### src/rtl/assert_macros.svh
// Assertion macros used by the top-level RTL file.
`ifndef ASSERT_MACROS_SVH
`define ASSERT_MACROS_SVH
// Implication checked on every clock edge outside reset.
`define ASSERT_IMPLY(label, clk, rst, ante, cons, msg) \
  label: assert property (@(posedge clk) disable iff (rst) (ante) |-> (cons)) \
    else $error(msg);
// Next-cycle implication checked outside reset.
`define ASSERT_NEXT(label, clk, rst, ante, cons, msg) \
  label: assert property (@(posedge clk) disable iff (rst) (ante) |=> (cons)) \
    else $error(msg);
`endif

### src/rtl/dmed_pkg.sv
// Package with shared types and constants of the disk morphology block.
`default_nettype none
package dmed_pkg;
  localparam int MaxWidth = 256;
  localparam int MaxHeight = 256;
  localparam int MaxDiameter = 63;
  localparam int ColW = $clog2(MaxWidth);
  localparam int RowW = $clog2(MaxHeight);
  localparam int AddrW = RowW + ColW;

  localparam logic CmdStore = 1'b0;
  localparam logic CmdQuery = 1'b1;

  localparam logic [2:0] RegWidth = 3'd0;
  localparam logic [2:0] RegHeight = 3'd1;
  localparam logic [2:0] RegDiameter = 3'd2;
  localparam logic [2:0] RegMode = 3'd3;
  localparam logic [2:0] RegErode = 3'd4;
  localparam logic [2:0] RegDilate = 3'd5;

  // One classified job handed from the front to the back.
  typedef struct packed {
    logic        query;
    logic        outside;
    logic [7:0]  row;
    logic [7:0]  col;
    logic [15:0] pixel;
  } job_t;
endpackage
`default_nettype wire

### src/rtl/dmed_front.sv
// Front end: accepts input words, classifies them and queues them as jobs.
`default_nettype none
module dmed_front (
  input  wire logic             clk,
  input  wire logic             rst,
  input  wire logic             in_valid,
  output logic                  in_ready,
  input  wire logic             command,
  input  wire logic [7:0]       row,
  input  wire logic [7:0]       col,
  input  wire logic [15:0]      pixel_value,
  input  wire logic [8:0]       eff_w,
  input  wire logic [8:0]       eff_h,
  output logic                  job_valid,
  input  wire logic             job_take,
  output dmed_pkg::job_t        job
);
  // Two-entry queue.
  dmed_pkg::job_t q [2];
  logic rd_ptr, wr_ptr;
  logic [1:0] count;
  dmed_pkg::job_t cls;
  logic push, pop;

  // Classify the incoming word against the frame size.
  always_comb begin
    cls.query = (command == dmed_pkg::CmdQuery);
    cls.outside = ({1'b0, row} >= eff_h) || ({1'b0, col} >= eff_w);
    cls.row = row;
    cls.col = col;
    cls.pixel = pixel_value;
  end

  assign in_ready = (count != 2'd2);
  assign push = in_valid && in_ready;
  assign job_valid = (count != 2'd0);
  assign pop = job_valid && job_take;
  assign job = q[rd_ptr];

  always_ff @(posedge clk) begin
    if (push) q[wr_ptr] <= cls;
    if (rst) begin
      rd_ptr <= 1'b0;
      wr_ptr <= 1'b0;
      count <= 2'd0;
    end else begin
      if (push) wr_ptr <= ~wr_ptr;
      if (pop) rd_ptr <= ~rd_ptr;
      count <= count + {1'b0, push} - {1'b0, pop};
    end
  end
endmodule
`default_nettype wire

### config.mk
export PLATFORM = sky130hd
export DESIGN_NAME = dmed_front
export DESIGN_NICKNAME = d
export VERILOG_FILES = /design/src/rtl/assert_macros.svh /design/src/rtl/dmed_pkg.sv /design/src/rtl/dmed_front.sv
export SDC_FILE = /design/constraint.sdc
export NUM_CORES = 1
export LEC_CHECK = 0
export BUFFER_PORTS_ARGS = -buffer_cell sky130_fd_sc_hd__buf_2
export CAP_MARGIN = 15
export CORE_MARGIN = 4
export CORE_UTILIZATION = 51
export CTS_CLUSTER_SIZE = 12
export DETAILED_ROUTE_END_ITERATION = 12
export PLACE_DENSITY = 0.81
export SLEW_MARGIN = 0
export SYNTH_ARGS = -nofsm -noshare
export SYNTH_HDL_FRONTEND = slang
export SYNTH_SLANG_ARGS = --single-unit
### constraint.sdc
create_clock -name clk -period 2.8 [get_ports clk]
set_input_delay 0.14 -clock clk [delete_from_list [all_inputs] [get_ports clk]]
set_output_delay 0.14 -clock clk [all_outputs]
set_load 0.005 [all_outputs]
==> metrics.txt <==
skew final 6.998 ps; syn_nets 256; Post-DP HPWL 3839 microns; P&R area growth vs syn 29.14%; clk buf depth 2; Port Buf Inserts 90; Fmax 526.5 MHz; placed cell areas 3606 sq um; post-cts resize count 0; IO Pins 91; CP Cell Sequence mux2_2 -> buf_2; commonest non-fill, non-tap cell in the layout buf_2; Slew Limit Fails 0; Placement Setup Slack 1108 ps; CTS clock-pin slew for the worst setup and hold paths 80 ps; total power 2.965 mW; Netlist cell types 27; vias 1,837; 1st-iter DRT viols 49; Final GP Congestion 0.7325; Crit. End Element output pin; antenna diode count 0; VDD IR max 0.5544 mV; Core Region 5886 sq um; Worst-Skew Late Latency 330 ps; die area 7353 sq um; global route overflow 0; period utilization 67.84%; Initial Util 52.38%; Hold Path Class in -> reg; Die Wd 85.75 microns; H-tree level count 3; RSZ-0062 raised after global routing no; Worst path max stage delay 860 ps; min Tclk post-route 1899 ps; pwr dens 744.6 nW/um^2; Seq cells post-synth 73; total CTS buffers 9; fin nets 372; initial antenna violation count 0; CP max-delay cell dfxtp_2; clock root buffer clkbuf_8; Post-Route WL 5527 microns; DR vias/cell 4.847; row count 28; Crit Path Max Fanout 34; die height 85.75 microns; synthesized area per cell 16.85 sq um; Fin Setup TNS 0 ps; # hold bufs at CTS 18; clock sink count 73; synthesized cell area 3083 sq um; worst rel slew slack 44.59%; Max-Cap Viols 0; post-route cell area 3981 sq um; register area share after synthesis 69.48%; postcts setup bufs 0; largest net degree at the start of global routing 35; worst slew pin tran 831.2 ps; Final setup viols 0; vias in the first global route 1,911; first-pass GRT wire length 8970 microns; post-route setup slack 900.5 ps; filler instances 427; YS warnings 0; outcome finished clean; gr usage total 16.19%; Final Hold Viols 0; fraction of layout cells with a size suffix above 1 48.03%; First-pass DRT Iterations 4; WL per Instance 14.58 microns; CTS tree done; P_leak 1.658 nW; Synth Instances 183; remaining antenna violation count 0; worst setup path class reg -> out; most frequent cells in the layout buf_2, edfxtp_1, mux2_2, ha_1, dlygate4sd3_1; Post-Route Utilization 67.64%; required time at the endpoint of the critical path 2660 ps; DRC Markers 0; Critical Path AT 1760 ps; Critical Path Source Type flop
==> stage by stage <==
step,instances,hold slack (ps)
floorplan,183,211.6
global placement,345,330.3
detailed placement,345,336.3
CTS,379,0.4023
global route,379,2.634
finish,379,18.59
==> layer usage <==
metal / global-route usage [%] / vias to the layer above / share of wire [%]
li1: - / 914 / -
met5: 0 / - / 0
met1: 20.03 / 865 / 43
met3: 3.554 / 6 / 5.6
met4: 7.770 / 0 / 1.3
met2: 27.05 / 52 / 50
==> logic make-up (layout without fill, tap and decap cells) <==
kind of cell	count (synthesis)	in the layout	synth area share (%)
buffers and inverters	21	142	3.328
AOI/OAI and AO/OA	13	13	2.476
DFF	73	73	69.48
adders and majority gates	18	18	7.305
and+or+nand+nor	20	20	3.613
xor gates and xnor gates	4	4	1.380
muxes	34	34	12.42
==> cell type report <==
cell class	count	area, sq um	share of cell area [%]
well taps	75	93.84	2.357
clock buffers	9	123.9	3.111
multi-input cells	89	847.1	21.28
inverters	17	63.81	1.603
flip-flops and latches	73	2143	53.83
repair buffers	109	638.1	16.03
clock inverters	7	71.32	1.791
==> where the power goes <==
group / total [mW] / switching [mW] / internal (mW)
logic: 0.684 / 0.293 / 0.391
registers: 1.49 / 0.105 / 1.39
clock network: 0.786 / 0.377 / 0.409
==> sequential cells by signal (all words and copies together) (netlist names), named ones only <==
| signal | flops |
|---|---|
| q | 68 |
| count | 2 |
| wr_ptr | 1 |
| rd_ptr | 1 |
==> worst max-delay path: cells and delay by family, from the launching register on <==
| kind | cells | cell delay, ps |
|---|---|---|
| DFF | 1 | 860 |
| muxes | 1 | 420 |
| buffers and inverters | 1 | 130 |
==> cell usage after synthesis <==
master / count / share of area (%)
and2_4: 1 / 0.28
a21oi_1: 6 / 0.97
nand4_1: 1 / 0.20
o21ai_0: 2 / 0.32
xnor2_2: 1 / 0.53
a31oi_1: 1 / 0.20
or2_1: 1 / 0.20
nand3_1: 2 / 0.32
a21o_1: 2 / 0.49
xor2_1: 2 / 0.57
nand4b_1: 1 / 0.28
inv_1: 17 / 2.1
nor2_1: 5 / 0.61
dfxtp_1: 5 / 3.2
nand2_1: 3 / 0.37
nor2b_1: 3 / 0.61
and3_1: 1 / 0.20
xnor2_1: 1 / 0.28
mux2_2: 34 / 12
edfxtp_1: 68 / 66
o211ai_1: 1 / 0.24
and4b_1: 1 / 0.32
buf_2: 1 / 0.16
nand2b_1: 1 / 0.20
ha_1: 18 / 7.3
a211oi_1: 1 / 0.24
buf_6: 3 / 1.1
==> worst paths after layout <==
check,start,cells past startpoint,end,slack [ps]
setup / recovery,flop,2,job[22],900
hold / removal,pixel_value[7],1,q[0][7]$_DFFE_PP_,20
setup reg to reg,count[0]$_SDFF_PP0_,4,q[0][8]$_DFFE_PP_,1130
hold reg to reg,rd_ptr$_SDFFE_PP0P_,2,flop,550
Power figures use the tool's default switching activity.
